### src/hw/rtl/svpwm_pkg.sv
`timescale 1ns / 1ps
`default_nettype none
// ----------------------------------------------------------------------------
// svpwm_pkg
// shared types and constants of the space vector pwm core
// ----------------------------------------------------------------------------
package svpwm_pkg;

    localparam int DUTY_FRAC_BITS_DEF = 15;

    localparam logic [15:0] MAX_DUTY_RST = 16'd32768;
    localparam logic [15:0] MID_DUTY_RST = 16'd31130;
    localparam logic [15:0] MIN_DUTY_RST = 16'd1638;

    localparam logic [1:0] REG_MAX_DUTY = 2'd0;
    localparam logic [1:0] REG_MID_DUTY = 2'd1;
    localparam logic [1:0] REG_MIN_DUTY = 2'd2;

    localparam logic signed [17:0] SQRT3_Q16 = 18'sd113512;

    localparam int IN_WORD_W  = 56;
    localparam int OUT_WORD_W = 56;

    typedef logic [1:0] slot_map_t [8];

    localparam slot_map_t MAP_A = '{2'd0, 2'd1, 2'd0, 2'd0, 2'd2, 2'd2, 2'd1, 2'd0};
    localparam slot_map_t MAP_B = '{2'd0, 2'd0, 2'd2, 2'd1, 2'd1, 2'd0, 2'd2, 2'd0};
    localparam slot_map_t MAP_C = '{2'd0, 2'd2, 2'd1, 2'd2, 2'd0, 2'd1, 2'd0, 2'd0};

    typedef enum logic [3:0] {
        ST_IDLE,
        ST_PROD,
        ST_DIFF,
        ST_T1,
        ST_T2,
        ST_SUM,
        ST_DIV,
        ST_SLOT,
        ST_EMIT
    } state_t;

    typedef struct packed {
        logic load;
        logic prod;
        logic diff;
        logic mul_t1;
        logic mul_t2;
        logic sum;
        logic div_step;
        logic slot;
        logic emit;
    } dp_cmd_t;

    typedef struct packed {
        logic scale;
        logic out_free;
    } dp_status_t;

endpackage
`default_nettype wire

### src/hw/rtl/svpwm_cfg.sv
`timescale 1ns / 1ps
`default_nettype none
// ----------------------------------------------------------------------------
// svpwm_cfg
// apb register file holding the duty limits
// ----------------------------------------------------------------------------
module svpwm_cfg (
    input  wire logic        clk,
    input  wire logic        rst_n,
    input  wire logic        psel,
    input  wire logic        penable,
    input  wire logic        pwrite,
    input  wire logic [3:0]  paddr,
    input  wire logic [31:0] pwdata,
    output logic      [31:0] prdata,
    output logic             pready,
    output logic      [15:0] max_duty,
    output logic      [15:0] mid_duty,
    output logic      [15:0] min_duty
);
    import svpwm_pkg::*;

    logic [15:0] max_reg;
    logic [15:0] mid_reg;
    logic [15:0] min_reg;
    logic        wr_en;

    assign pready = 1'b1;
    assign wr_en  = psel && penable && pwrite && pready;

    always_ff @(posedge clk or negedge rst_n)
    begin
        if (!rst_n)
        begin
            max_reg <= MAX_DUTY_RST;
            mid_reg <= MID_DUTY_RST;
            min_reg <= MIN_DUTY_RST;
        end
        else if (wr_en)
        begin
            case (paddr[3:2])
                REG_MAX_DUTY: max_reg <= pwdata[15:0];
                REG_MID_DUTY: mid_reg <= pwdata[15:0];
                REG_MIN_DUTY: min_reg <= pwdata[15:0];
                default: ;
            endcase
        end
    end

    always_comb
    begin
        case (paddr[3:2])
            REG_MAX_DUTY: prdata = {16'd0, max_reg};
            REG_MID_DUTY: prdata = {16'd0, mid_reg};
            REG_MIN_DUTY: prdata = {16'd0, min_reg};
            default:      prdata = 32'd0;
        endcase
    end

    assign max_duty = max_reg;
    assign mid_duty = mid_reg;
    assign min_duty = min_reg;

endmodule
`default_nettype wire

### src/hw/rtl/svpwm_ctrl.sv
`timescale 1ns / 1ps
`default_nettype none
// ----------------------------------------------------------------------------
// svpwm_ctrl
// sequencer stepping the datapath through one pwm period
// ----------------------------------------------------------------------------
module svpwm_ctrl #(
    parameter int DUTY_FRAC_BITS = svpwm_pkg::DUTY_FRAC_BITS_DEF
) (
    input  wire logic                   clk,
    input  wire logic                   rst_n,
    input  wire logic                   in_valid,
    output logic                        in_ready,
    input  wire svpwm_pkg::dp_status_t  status,
    output svpwm_pkg::dp_cmd_t          cmd
);
    import svpwm_pkg::*;

    localparam int MDW = DUTY_FRAC_BITS + 1;
    localparam int CW  = $clog2(MDW);
    localparam logic [CW-1:0] CNT_TOP = CW'(MDW - 1);

    state_t        state_reg, state_next;
    logic [CW-1:0] cnt_reg, cnt_next;

    always_ff @(posedge clk or negedge rst_n)
    begin
        if (!rst_n)
        begin
            state_reg <= ST_IDLE;
            cnt_reg   <= '0;
        end
        else
        begin
            state_reg <= state_next;
            cnt_reg   <= cnt_next;
        end
    end

    always_comb
    begin
        state_next = state_reg;
        cnt_next   = cnt_reg;
        case (state_reg)
            ST_IDLE: if (in_valid) state_next = ST_PROD;
            ST_PROD: state_next = ST_DIFF;
            ST_DIFF: state_next = ST_T1;
            ST_T1:   state_next = ST_T2;
            ST_T2:   state_next = ST_SUM;
            ST_SUM:
            begin
                cnt_next   = CNT_TOP;
                state_next = status.scale ? ST_DIV : ST_SLOT;
            end
            ST_DIV:
            begin
                cnt_next = cnt_reg - CW'(1);
                if (cnt_reg == '0) state_next = ST_SLOT;
            end
            ST_SLOT: state_next = ST_EMIT;
            ST_EMIT: if (status.out_free) state_next = ST_IDLE;
            default: state_next = ST_IDLE;
        endcase
    end

    always_comb
    begin
        cmd      = '0;
        in_ready = 1'b0;
        case (state_reg)
            ST_IDLE:
            begin
                in_ready = 1'b1;
                cmd.load = in_valid;
            end
            ST_PROD: cmd.prod     = 1'b1;
            ST_DIFF: cmd.diff     = 1'b1;
            ST_T1:   cmd.mul_t1   = 1'b1;
            ST_T2:   cmd.mul_t2   = 1'b1;
            ST_SUM:  cmd.sum      = 1'b1;
            ST_DIV:  cmd.div_step = 1'b1;
            ST_SLOT: cmd.slot     = 1'b1;
            ST_EMIT: cmd.emit     = status.out_free;
            default: ;
        endcase
    end

endmodule
`default_nettype wire

### src/hw/rtl/svpwm_dp.sv
`timescale 1ns / 1ps
`default_nettype none
// ----------------------------------------------------------------------------
// svpwm_dp
// sector, active times, proportional scaling, duties and output register
// ----------------------------------------------------------------------------
module svpwm_dp #(
    parameter int DUTY_FRAC_BITS = svpwm_pkg::DUTY_FRAC_BITS_DEF
) (
    input  wire logic                                clk,
    input  wire logic                                rst_n,
    input  wire svpwm_pkg::dp_cmd_t                  cmd,
    output svpwm_pkg::dp_status_t                    status,
    input  wire logic [svpwm_pkg::IN_WORD_W-1:0]     in_data,
    input  wire logic [15:0]                         max_duty,
    input  wire logic [15:0]                         mid_duty,
    input  wire logic [15:0]                         min_duty,
    output logic                                     out_valid,
    input  wire logic                                out_ready,
    output logic [svpwm_pkg::OUT_WORD_W-1:0]         out_data
);
    import svpwm_pkg::*;

    localparam int F   = DUTY_FRAC_BITS;
    localparam int SH  = 33 - F;
    localparam int TW  = F + 19;
    localparam int MDW = F + 1;
    localparam int SW  = TW + 3;
    localparam logic [51:0] RND = 52'(1) << (SH - 1);
    localparam int DUTY_TOP = (F >= 16) ? 65535 : (1 << F);
    localparam int ZERO_THRESH = (3 * (1 << F) + 10) / 20;
    localparam logic signed [SW-1:0] TOP_S  = SW'(DUTY_TOP);
    localparam logic signed [SW-1:0] ZERO_S = SW'(ZERO_THRESH);

    logic signed [15:0] alpha_reg;
    logic signed [15:0] beta_reg;
    logic        [15:0] inv_reg;
    logic               req_reg;
    logic signed [33:0] pb_reg;
    logic signed [33:0] a3_reg;
    logic signed [35:0] d1_reg, d2_reg, d3_reg;
    logic        [2:0]  sector_reg;
    logic        [TW-1:0] t1_reg, t2_reg;
    logic        [TW:0]   sum_reg;
    logic        [TW:0]   rem_reg;
    logic        [MDW-1:0] quo_reg;
    logic        [MDW-1:0] m_reg;
    logic signed [SW-1:0] s0_reg, s1_reg, s2_reg;
    logic               five_mode_reg;
    logic               out_valid_reg;
    logic [OUT_WORD_W-1:0] out_data_reg;

    logic [15+F:0]   mx_w, md_w, mn_w;
    logic [MDW-1:0]  mx, md, mn;
    logic signed [17:0] alpha3;
    logic signed [35:0] pb_x, a3_x;
    logic signed [35:0] rsel1, rsel2;
    logic [34:0]     mop;
    logic [50:0]     prod;
    logic [51:0]     prod_rnd;
    logic [TW:0]     sum_w;
    logic [TW+1:0]   sum_ext, r_sh, r_a, r_b, r_c;
    logic            c1, c2, mbit;
    logic            scale;
    logic signed [SW-1:0] tt1, tt2, mx_s, md_s, mn_s, sum_s, t2_s, zz, fsum, ft2;
    logic signed [SW-1:0] n0, n1, n2;
    logic [15:0]     duty_a, duty_b, duty_c;

    function automatic logic [15:0] sat_duty(input logic signed [SW-1:0] v);
        logic [15:0] r;
        if (v < 0)
            r = 16'd0;
        else if (v > TOP_S)
            r = 16'(DUTY_TOP);
        else
            r = v[15:0];
        return r;
    endfunction

    function automatic logic signed [SW-1:0] pick(input logic [1:0] idx,
        input logic signed [SW-1:0] a, input logic signed [SW-1:0] b,
        input logic signed [SW-1:0] c);
        logic signed [SW-1:0] r;
        case (idx)
            2'd0:    r = a;
            2'd1:    r = b;
            default: r = c;
        endcase
        return r;
    endfunction

    // register values rescaled to duty units
    assign mx_w = {max_duty, {F{1'b0}}};
    assign md_w = {mid_duty, {F{1'b0}}};
    assign mn_w = {min_duty, {F{1'b0}}};
    assign mx   = mx_w[15+F:15];
    assign md   = md_w[15+F:15];
    assign mn   = mn_w[15+F:15];

    assign alpha3 = $signed({{2{alpha_reg[15]}}, alpha_reg})
                  + $signed({alpha_reg[15], alpha_reg, 1'b0});
    assign pb_x   = 36'(pb_reg);
    assign a3_x   = 36'(a3_reg);

    always_comb
    begin
        rsel1 = '0;
        rsel2 = '0;
        case (sector_reg)
            3'd3: begin rsel1 = d2_reg;  rsel2 = d1_reg;  end
            3'd1: begin rsel1 = -d2_reg; rsel2 = -d3_reg; end
            3'd5: begin rsel1 = d1_reg;  rsel2 = d3_reg;  end
            3'd4: begin rsel1 = -d1_reg; rsel2 = -d2_reg; end
            3'd6: begin rsel1 = d3_reg;  rsel2 = d2_reg;  end
            3'd2: begin rsel1 = -d3_reg; rsel2 = -d1_reg; end
            default: ;
        endcase
    end

    assign mop      = cmd.mul_t2 ? rsel2[34:0] : rsel1[34:0];
    assign prod     = 51'(mop) * 51'(inv_reg);
    assign prod_rnd = {1'b0, prod} + RND;

    // restoring step of floor(mid * t1 / sum)
    assign sum_ext = {1'b0, sum_reg};
    assign r_sh    = {rem_reg, 1'b0};
    assign c1      = r_sh >= sum_ext;
    assign r_a     = c1 ? r_sh - sum_ext : r_sh;
    assign mbit    = m_reg[MDW-1];
    assign r_b     = mbit ? r_a + (TW+2)'(t1_reg) : r_a;
    assign c2      = mbit && (r_b >= sum_ext);
    assign r_c     = c2 ? r_b - sum_ext : r_b;

    // active time sum straight from t1 and t2, valid from the sum step on
    assign sum_w = (TW+1)'(t1_reg) + (TW+1)'(t2_reg);
    assign scale = !five_mode_reg && (sum_w > (TW+1)'(md));

    assign mx_s  = $signed(SW'(mx));
    assign md_s  = $signed(SW'(md));
    assign mn_s  = $signed(SW'(mn));
    assign sum_s = $signed(SW'(sum_reg));
    assign t2_s  = $signed(SW'(t2_reg));
    assign tt1   = scale ? $signed(SW'(quo_reg)) : $signed(SW'(t1_reg));
    assign tt2   = scale ? md_s - $signed(SW'(quo_reg)) : t2_s;
    assign zz    = (mx_s - tt1 - tt2) >>> 1;
    assign fsum  = ((sum_s <<< 1) > ((md_s <<< 1) + mn_s)) ? mx_s
                 : ((sum_s > md_s) ? md_s : sum_s);
    assign ft2   = (t2_s > md_s) ? md_s : t2_s;

    always_comb
    begin
        if (five_mode_reg)
        begin
            n0 = fsum;
            n1 = ft2;
            n2 = '0;
        end
        else
        begin
            n2 = zz;
            n1 = zz + tt2;
            n0 = zz + tt2 + tt1;
        end
    end

    assign duty_a = sat_duty(pick(MAP_A[sector_reg], s0_reg, s1_reg, s2_reg));
    assign duty_b = sat_duty(pick(MAP_B[sector_reg], s0_reg, s1_reg, s2_reg));
    assign duty_c = sat_duty(pick(MAP_C[sector_reg], s0_reg, s1_reg, s2_reg));

    always_ff @(posedge clk)
    begin
        if (cmd.load)
        begin
            alpha_reg <= in_data[15:0];
            beta_reg  <= in_data[31:16];
            inv_reg   <= in_data[47:32];
            req_reg   <= in_data[48];
        end
        if (cmd.prod)
        begin
            pb_reg <= 34'(beta_reg * SQRT3_Q16);
            a3_reg <= {alpha3[17:0], 16'd0};
        end
        if (cmd.diff)
        begin
            d1_reg     <= pb_x <<< 1;
            d2_reg     <= a3_x - pb_x;
            d3_reg     <= -a3_x - pb_x;
            sector_reg <= {(!(-a3_x - pb_x < 0)) && ((-a3_x - pb_x) != 0) && (inv_reg != 0),
                           (!(a3_x - pb_x < 0)) && ((a3_x - pb_x) != 0) && (inv_reg != 0),
                           (pb_reg > 0) && (inv_reg != 0)};
        end
        if (cmd.mul_t1)
            t1_reg <= prod_rnd[51:SH];
        if (cmd.mul_t2)
            t2_reg <= prod_rnd[51:SH];
        if (cmd.sum)
        begin
            sum_reg <= sum_w;
            rem_reg <= '0;
            quo_reg <= '0;
            m_reg   <= md;
        end
        if (cmd.div_step)
        begin
            rem_reg <= r_c[TW:0];
            quo_reg <= {quo_reg[MDW-2:0], 1'b0} + MDW'(c1) + MDW'(c2);
            m_reg   <= {m_reg[MDW-2:0], 1'b0};
        end
        if (cmd.slot)
        begin
            s0_reg <= n0;
            s1_reg <= n1;
            s2_reg <= n2;
        end
        if (cmd.emit)
            out_data_reg <= {4'd0, five_mode_reg, duty_c, duty_b, duty_a, sector_reg};
    end

    always_ff @(posedge clk or negedge rst_n)
    begin
        if (!rst_n)
        begin
            five_mode_reg <= 1'b0;
            out_valid_reg <= 1'b0;
        end
        else
        begin
            if (cmd.emit)
            begin
                if (five_mode_reg)
                begin
                    if (!req_reg) five_mode_reg <= 1'b0;
                end
                else if (req_reg && (s2_reg < ZERO_S))
                    five_mode_reg <= 1'b1;
            end
            if (cmd.emit)
                out_valid_reg <= 1'b1;
            else if (out_ready)
                out_valid_reg <= 1'b0;
        end
    end

    assign status.scale    = scale;
    assign status.out_free = !out_valid_reg || out_ready;
    assign out_valid       = out_valid_reg;
    assign out_data        = out_data_reg;

endmodule
`default_nettype wire

### src/hw/rtl/svpwm_three_shunt_five_segment_core.sv
`timescale 1ns / 1ps
`default_nettype none
// ----------------------------------------------------------------------------
// svpwm_three_shunt_five_segment_core
// space vector pwm duty generator with seven and five segment modulation
//
//   channel   dir  words
//   s_axis    in   alpha, beta, 1/vbus, five-segment request
//   m_axis    out  sector, three phase duties, five-segment flag
//   apb       in   max_duty, mid_duty, min_duty at 0x0, 0x4, 0x8
//
// one word steps through product, difference, t1, t2, sum, slot and emit;
// seven-segment scaling adds a DUTY_FRAC_BITS+1 bit serial divide before slot
// the next word is taken once the result sits in the output register
// the result register holds while m_axis_tready is low
// reset clears the mode flag and loads the register defaults
// ----------------------------------------------------------------------------
module svpwm_three_shunt_five_segment_core #(
    parameter int DUTY_FRAC_BITS = svpwm_pkg::DUTY_FRAC_BITS_DEF
) (
    input  wire logic                              clk,
    input  wire logic                              rst_n,
    input  wire logic                              s_axis_tvalid,
    output logic                                   s_axis_tready,
    // volt_alpha, volt_beta, inv_bus_volt, five_request
    input  wire logic [svpwm_pkg::IN_WORD_W-1:0]   s_axis_tdata,
    output logic                                   m_axis_tvalid,
    input  wire logic                              m_axis_tready,
    // sector, duty_a, duty_b, duty_c, five_active
    output logic [svpwm_pkg::OUT_WORD_W-1:0]       m_axis_tdata,
    input  wire logic                              psel,
    input  wire logic                              penable,
    input  wire logic                              pwrite,
    input  wire logic [3:0]                        paddr,
    input  wire logic [31:0]                       pwdata,
    output logic      [31:0]                       prdata,
    output logic                                   pready
);
    import svpwm_pkg::*;

    dp_cmd_t     cmd;
    dp_status_t  status;
    logic [15:0] max_duty, mid_duty, min_duty;

    svpwm_cfg u_cfg (
        .clk      (clk),
        .rst_n    (rst_n),
        .psel     (psel),
        .penable  (penable),
        .pwrite   (pwrite),
        .paddr    (paddr),
        .pwdata   (pwdata),
        .prdata   (prdata),
        .pready   (pready),
        .max_duty (max_duty),
        .mid_duty (mid_duty),
        .min_duty (min_duty)
    );

    svpwm_ctrl #(.DUTY_FRAC_BITS(DUTY_FRAC_BITS)) u_ctrl (
        .clk      (clk),
        .rst_n    (rst_n),
        .in_valid (s_axis_tvalid),
        .in_ready (s_axis_tready),
        .status   (status),
        .cmd      (cmd)
    );

    svpwm_dp #(.DUTY_FRAC_BITS(DUTY_FRAC_BITS)) u_dp (
        .clk       (clk),
        .rst_n     (rst_n),
        .cmd       (cmd),
        .status    (status),
        .in_data   (s_axis_tdata),
        .max_duty  (max_duty),
        .mid_duty  (mid_duty),
        .min_duty  (min_duty),
        .out_valid (m_axis_tvalid),
        .out_ready (m_axis_tready),
        .out_data  (m_axis_tdata)
    );

`ifndef SYNTHESIS
    a_emit_free: assert property (@(posedge clk) disable iff (!rst_n)
        cmd.emit |-> status.out_free)
        else $error("result written over a pending word");

    a_one_at_a_time: assert property (@(posedge clk) disable iff (!rst_n)
        (s_axis_tvalid && s_axis_tready) |=> !s_axis_tready)
        else $error("input taken while a word is in flight");

    a_out_drop: assert property (@(posedge clk) disable iff (!rst_n)
        (m_axis_tvalid && m_axis_tready && !cmd.emit) |=> !m_axis_tvalid)
        else $error("result repeated after being taken");
`endif

endmodule
`default_nettype wire
### config.mk
export PLATFORM = sky130hd
export DESIGN_NAME = svpwm_three_shunt_five_segment_core
export DESIGN_NICKNAME = d
export VERILOG_FILES = /design/src/hw/rtl/svpwm_pkg.sv /design/src/hw/rtl/svpwm_cfg.sv /design/src/hw/rtl/svpwm_ctrl.sv /design/src/hw/rtl/svpwm_dp.sv /design/src/hw/rtl/svpwm_three_shunt_five_segment_core.sv
export SDC_FILE = /design/constraint.sdc
export NUM_CORES = 2
export LEC_CHECK = 0
export BUFFER_PORTS_ARGS = -buffer_cell sky130_fd_sc_hd__buf_2
export CORE_MARGIN = 5
export CORE_UTILIZATION = 50
export CTS_BUF_LIST = sky130_fd_sc_hd__clkbuf_16
export DETAILED_ROUTE_END_ITERATION = 8
export PLACE_DENSITY = 0.77
export SLEW_MARGIN = 20
export SYNTH_ARGS = -nofsm -noshare
export SYNTH_HDL_FRONTEND = slang
export SYNTH_HIERARCHICAL = 1
export SYNTH_SLANG_ARGS = --single-unit
### constraint.sdc
create_clock -name clk -period 29.7 [get_ports clk]
set_input_delay 5.94 -clock clk [delete_from_list [all_inputs] [get_ports clk]]
set_output_delay 5.94 -clock clk [all_outputs]
set_load 0.01 [all_outputs]
# Word level (Yosys, flattened, before mapping)
# Memory sizes are Yosys's and may differ from the RTL's.
# Index checks and enable logic that the tools add are counted.
[word_totals]
n_memories = 3
output_inout_bits = 91
rom_bits = 48
word_cells = 187
ramBits = 0
latch_bits = 0
input_bits = 99
register_bits = 592
[classes]
magnitude_cmp = 17
muxes = 53
n_bitwise = 1
eq_ne = 22
addsub = 21
mul = 2
n_div = 0
shifts = 0
reduce_logical = 34
[memory_table]
columns = ["memory", "depth", "word_bits", "rd", "rd_ports_with_merged_regs", "write_ports", "line_no", "text"]
rows = [
  ["(no name shown)", 8, 2, 1, 0, 0, "svpwm_dp.sv:166", "assign duty_a = sat_duty(pick(MAP_A[sector_reg], s0_reg, s1_reg, s2_reg));"],
  ["(no name shown)", 8, 2, 1, 0, 0, "svpwm_dp.sv:167", "assign duty_b = sat_duty(pick(MAP_B[sector_reg], s0_reg, s1_reg, s2_reg));"],
  ["(no name shown)", 8, 2, 1, 0, 0, "svpwm_dp.sv:168", "assign duty_c = sat_duty(pick(MAP_C[sector_reg], s0_reg, s1_reg, s2_reg));"],
]
[ops]
columns = ["cell", "n"]
rows = [
  ["$pmux 35 s6", 2],
  ["$pmux 37 s2", 3],
  ["$mux 35", 5],
  ["$mux 37", 4],
  ["$mux 16", 7],
  ["$gt 37x17->1 const B", 3],
  ["$lt 37x1->1 const B", 3],
  ["$neg 35->35", 3],
  ["$ge 36x35->1", 2],
  ["$mux 36", 2],
  ["$reduce_bool 36->1", 2],
  ["$gt 35x16->1", 2],
  ["$mux 34", 2],
  ["$add 51x18->52 const B", 1],
  ["$mul 35x16->51", 1],
  ["$pmux 16 s3", 1],
  ["$add 36x37->37", 1],
  ["$add 37x37->37", 1],
  ["$gt 37x37->1", 1],
  ["$sub 17x37->37", 1],
  ["$sub 37x37->37", 1],
  ["$add 36x34->36", 1],
  ["$lt 36x1->1 const B", 1],
  ["$lt 36x14->1 const B", 1],
  ["other kinds (43)", 99],
]

# Longest topological paths before layout
[logic_depth]
ltp_word = 9
mapped_depth = 73
ltp_nobuf = 69

# By module
# The synthesis kept the hierarchy.
[by_module_without_submodules]
columns = ["module", "n_inst", "seq_area_each_um2", "area_each_um2", "cells_per_inst"]
rows = [
  ["svpwm_dp", 1, 15805.2, 66755.3, 7384],
  ["svpwm_cfg", 1, 1221.2, 2352.3, 178],
  ["svpwm_ctrl", 1, 200.2, 530.5, 55],
]

# Least setup slack after synthesis
# OpenSTA, ideal clock, no wires.
[synth_path]
path_kind = "register to register"
from = "register u_dp.t1_reg[0]"
to = "register u_dp.s0_reg[29], data pin"
n_path_buf = 4
path_stages_with_launch = 68
synth_period_minus_slack_ps = 13737
t_arrival_ps = 13481
required_ps = 29445
setup_ps = 255
setup_slack_ps = 15963
cell_sequence = "edfxtp_1 ha_1 fa_1 a211oi_2 nor2_1 o21a_1 nor2_1 o21bai_1 a21oi_1 xnor2_1 ha_1 nand4_1 nor3_1 o21ai_0 o2111ai_1 a21o_1 a2111oi_0 nand4bb_1 [32 not listed] a21o_1 a21o_1 a21o_1 xor2_1 ha_1 a21o_1 a21oi_1 a21boi_0 nor2b_1 o21a_1 o21ai_0 nand2b_1 a21oi_1 inv_1 o31a_1 a21o_1 a211o_1 and3_1"
[synth_between]
elab_chain_len = 9
word_cells_on_any_way = 10
cone_classes = "5 x add/sub; 1 x order compare; 3 x mux; 1 x reduce/logical"
[synth_lines]
columns = ["item", "line_no", "text"]
rows = [
  ["start, declared", "svpwm_dp.sv:43", "logic [TW-1:0] t1_reg, t2_reg;"],
  ["start signal, assigned", "svpwm_dp.sv:194", "t1_reg <= prod_rnd[51:SH];"],
  ["$add 34x34->35 (*)", "svpwm_dp.sv:135", "assign sum_w = (TW+1)'(t1_reg) + (TW+1)'(t2_reg);"],
  ["named net u_dp.sum_w[8]", "svpwm_dp.sv:61", "logic [TW:0] sum_w;"],
  ["$gt 35x16->1 (*)", "svpwm_dp.sv:136", "assign scale = !five_mode_reg && (sum_w > (TW+1)'(md));"],
  ["$logic_and 1x1->1 (*)", "svpwm_dp.sv:136", ""],
  ["$mux 34", "svpwm_dp.sv:143", "assign tt1 = scale ? $signed(SW'(quo_reg)) : $signed(SW'(t1_reg));"],
  ["$sub 17x37->37", "svpwm_dp.sv:145", "assign zz = (mx_s - tt1 - tt2) >>> 1;"],
  ["$sub 37x37->37 (*)", "svpwm_dp.sv:145", ""],
  ["named net u_dp.zz[13]", "svpwm_dp.sv:65", "logic signed [SW-1:0] tt1, tt2, mx_s, md_s, mn_s, sum_s, t2_s, zz, fsum, ft2;"],
  ["$add 36x37->37 (*)", "svpwm_dp.sv:162", "n0 = zz + tt2 + tt1;"],
  ["$add 37x37->37 (*)", "svpwm_dp.sv:162", ""],
  ["$mux 37 (*)", "svpwm_dp.sv:152", "if (five_mode_reg)"],
  ["named net u_dp.n0[29]", "svpwm_dp.sv:66", "logic signed [SW-1:0] n0, n1, n2;"],
  ["end signal, assigned", "svpwm_dp.sv:212", "s0_reg <= n0;"],
  ["end, declared", "svpwm_dp.sv:48", "logic signed [SW-1:0] s0_reg, s1_reg, s2_reg;"],
]
# The timed path passes the listed nets; every way through them passes the cells marked *.
# A chain may end at the register's enable or synchronous reset.

# Final worst setup path
# Same ends and word-level chain as after synthesis.

==> results.py <==
metrics = {
    "status": {
        "status": "finished, final reports clean",
    },
    "worst_hold_path": {
        "hold_path_end": "u_dp/a3_reg[16]",
        "min_from": "u_dp/alpha_reg[0]",
        "hold_path.class": "register to register",
        "worstHoldPathCells": 0,
    },
    "logic_synthesis": {
        "netlist_instances": 7617,
        "yosys.area_share.xor_xnor_pct": 5.99,
        "synth_area_sq_um": 69600,
        "synth_top_cell_by_area": "edfxtp_1",
        "synthAdderAreaFrac_pct": 28.4,
        "synth_edf_count": 524,
        "yosys_warnings": 6,
        "synth-seq-area-share_pct": 24.7,
        "synth.area.top_cells": "edfxtp_1 23%, fa_1 16%, ha_1 13%",
        "synth_ff_type": "edfxtp_1",
        "avgSynthCellArea_sq_um": 9.14,
        "synth_compound_area_share_pct": 16.1,
        "synth-async-reset-ratio_pct": 9.95,
        "synth_top_family_by_area": "adder cells",
        "synth_simple_gate_area_share_pct": 15.4,
        "synth.distinct_cells": 112,
        "synth_top_area_share_pct": 22.6,
        "synthMuxAreaShare_pct": 2.56,
        "ys_seq_elements": 583,
    },
    "cells_and_area": {
        "multi_input_area_sq_um": 47800,
        "largest_reg_flops": 52,
        "syn_to_final_growth_pct": 7.54,
        "final_common_cell": "inv_1",
        "final_cell_mix": "913 x inv_1, 697 x ha_1, 679 x nand2_1",
        "fillers": 12174,
        "regArea_sq_um": 17200,
        "drive_above_1_share_pct": 7.45,
        "finalNetCount": 8984,
    },
    "timing": {
        "slew_headroom_pct": 24.2,
        "clock_skew_ps": 55.8,
        "hold_violations": 0,
        "rsz0062_at_grt": "false",
        "period_minus_slack_ps": 15180,
        "tns_ps": 0,
        "layout_setup_ws_ps": 14520,
        "setup_viol": 0,
        "hold_ws_ps": 455,
        "worst_slew_pin_slew_ps": 1140,
        "clock.fmax_mhz": 65.9,
        "period_share_pct": 51.1,
        "finalMaxSlewViolations": 0,
    },
    "placement": {
        "place_ws_ps": 14900,
        "port_buffers": 143,
        "place_congestion": 0.953,
        "hpwl_microns": 155000,
    },
    "cts": {
        "cts_max_level": 3,
        "postCtsResizedCells": 0,
        "cts.sinks": 583,
        "cts_tree": "done",
        "clk_pin_slew_worst_paths_ps": 60,
        "cts-root-buf": "clkbuf_16",
        "cts_setup_buffers": 0,
        "cts_buffers": 70,
        "clockBufferDepth": 3,
        "cts_hold_buffers": 0,
        "insertion_delay_ps": 690,
    },
    "detailed_routing": {
        "totalWireLength_microns": 202000,
        "vias": 57830,
        "postRouteAntennaNets": 0,
        "drt-initial-drc-count": 5985,
        "wl_per_cell_microns": 21.1,
        "routed_via_density": 6.04,
        "drc": 0,
        "dr.pass1.iters": 7,
    },
    "global_route": {
        "grt-ovfl-total": 0,
        "grt_first_pass_wirelength_microns": 316000,
        "grt_max_degree": 100,
        "grt_util_all_layers_pct": 27.0,
        "grt_pass1_vias": 57827,
        "grt_antenna_before_repair": 4,
    },
    "critical_path": {
        "reg2reg_slack_ps": 14520,
        "worstSetupPathType": "register to register",
        "crit_required_ps": 30110,
        "reg2reg_to": "u_dp/s0_reg[29]",
        "reg2reg_depth": 64,
        "arrival_ps": 15590,
        "timing.rr.start": "u_dp/t1_reg[0]",
        "critPathLaunchType": "register",
        "worstPathMaxFanout": 8,
        "critPathMostFrequentCell": "a21o_1",
        "cp-end-kind": "register",
        "cpMaxStageDelayCell": "or4_4",
        "cpPeakStageDelay_ps": 670,
        "crit_path_start": "u_dp/t1_reg[0]",
    },
    "die": {
        "die-height_microns": 383,
        "pin_count": 190,
        "die_x_microns": 383,
        "die_area_sq_um": 147000,
        "fp.coreArea_sq_um": 139000,
        "start_util_pct": 50.1,
        "num_rows": 137,
    },
    "run": {
        "cap_violations": 0,
    },
}
==> area by class of cell <==
cell class,instances,area share (%)
Clock buffer,73,2.44
Clock inverter,56,0.987
Antenna cell,2,0.00668
Multi-Input combinational cell,5825,63.9
Inverter,912,4.57
Sequential cell,583,23.0
Tap cell,1876,3.13
Timing Repair Buffer,245,1.98
==> through the flow <==
| stage | cell area, sq um | util (%) | instances |
|---|---|---|---|
| 6_report | 74900 | 53.9 | 9572 |
| 5_1_grt | 74900 | 53.9 | 9570 |
| 4_1_cts | 74900 | 53.9 | 9570 |
| 3_5_place_dp | 72300 | 52.0 | 9441 |
| 3_3_place_gp | 72300 | 52.0 | 9441 |
| 2_1_floorplan | 69700 | - | 7635 |
==> worst max-delay path, delay by kind of cell, from the launching register on <==
family,cells,cell delay (ps)
flops,1,500
fa+ha+maj,8,2750
buf+inv,1,60
compound gates,34,7670
mux,1,420
xor+xnor,3,560
simple gates,17,2900
==> synthesized netlist by cell type, types with 99 or more instances <==
library cell,number
fa_1,551
o21ai_0,407
xor2_1,169
nand2_1,679
nor2b_1,99
nor2_1,451
nand3_1,147
ha_1,697
clkbuf_1,242
and2_1,311
xnor2_1,307
a21o_1,153
edfxtp_1,524
inv_1,908
nor3_1,118
a21oi_1,469
==> per-layer routing <==
metal,part of all wire (%),global-route usage (%),up-vias
met2,46,44.6,2674
met1,39,34.1,28021
met5,0,0,-
met3,8.4,4.15,653
li1,-,-,26482
met4,6.5,15.1,0
==> how the worst max path moves through the flow <==
| stage | endpoint | depth (start not counted) |
|---|---|---|
| 2_1_floorplan | u_dp/s0_reg[29] | 67 |
| 3_3_place_gp | u_dp/s0_reg[29] | 62 |
| 3_5_place_dp | u_dp/s0_reg[29] | 62 |
| 4_1_cts | u_dp/s0_reg[29] | 65 |
| 5_1_grt | u_dp/s0_reg[29] | 60 |
| 6_report | u_dp/s0_reg[29] | 64 |
==> kinds of logic after synthesis <==
| logic type | count (synthesis) |
|---|---|
| and+or+nand+nor | 2185 |
| AOI/OAI and AO/OA | 1731 |
| adders and majority gates | 1250 |
| buffers and inverters | 1227 |
| DFF | 583 |
| xor gates and xnor gates | 476 |
| muxes | 162 |
| other | 3 |
Power is left out: the tool's default activity adds up to more than one toggle a clock period on the data nets, which glitch-free logic cannot reach.
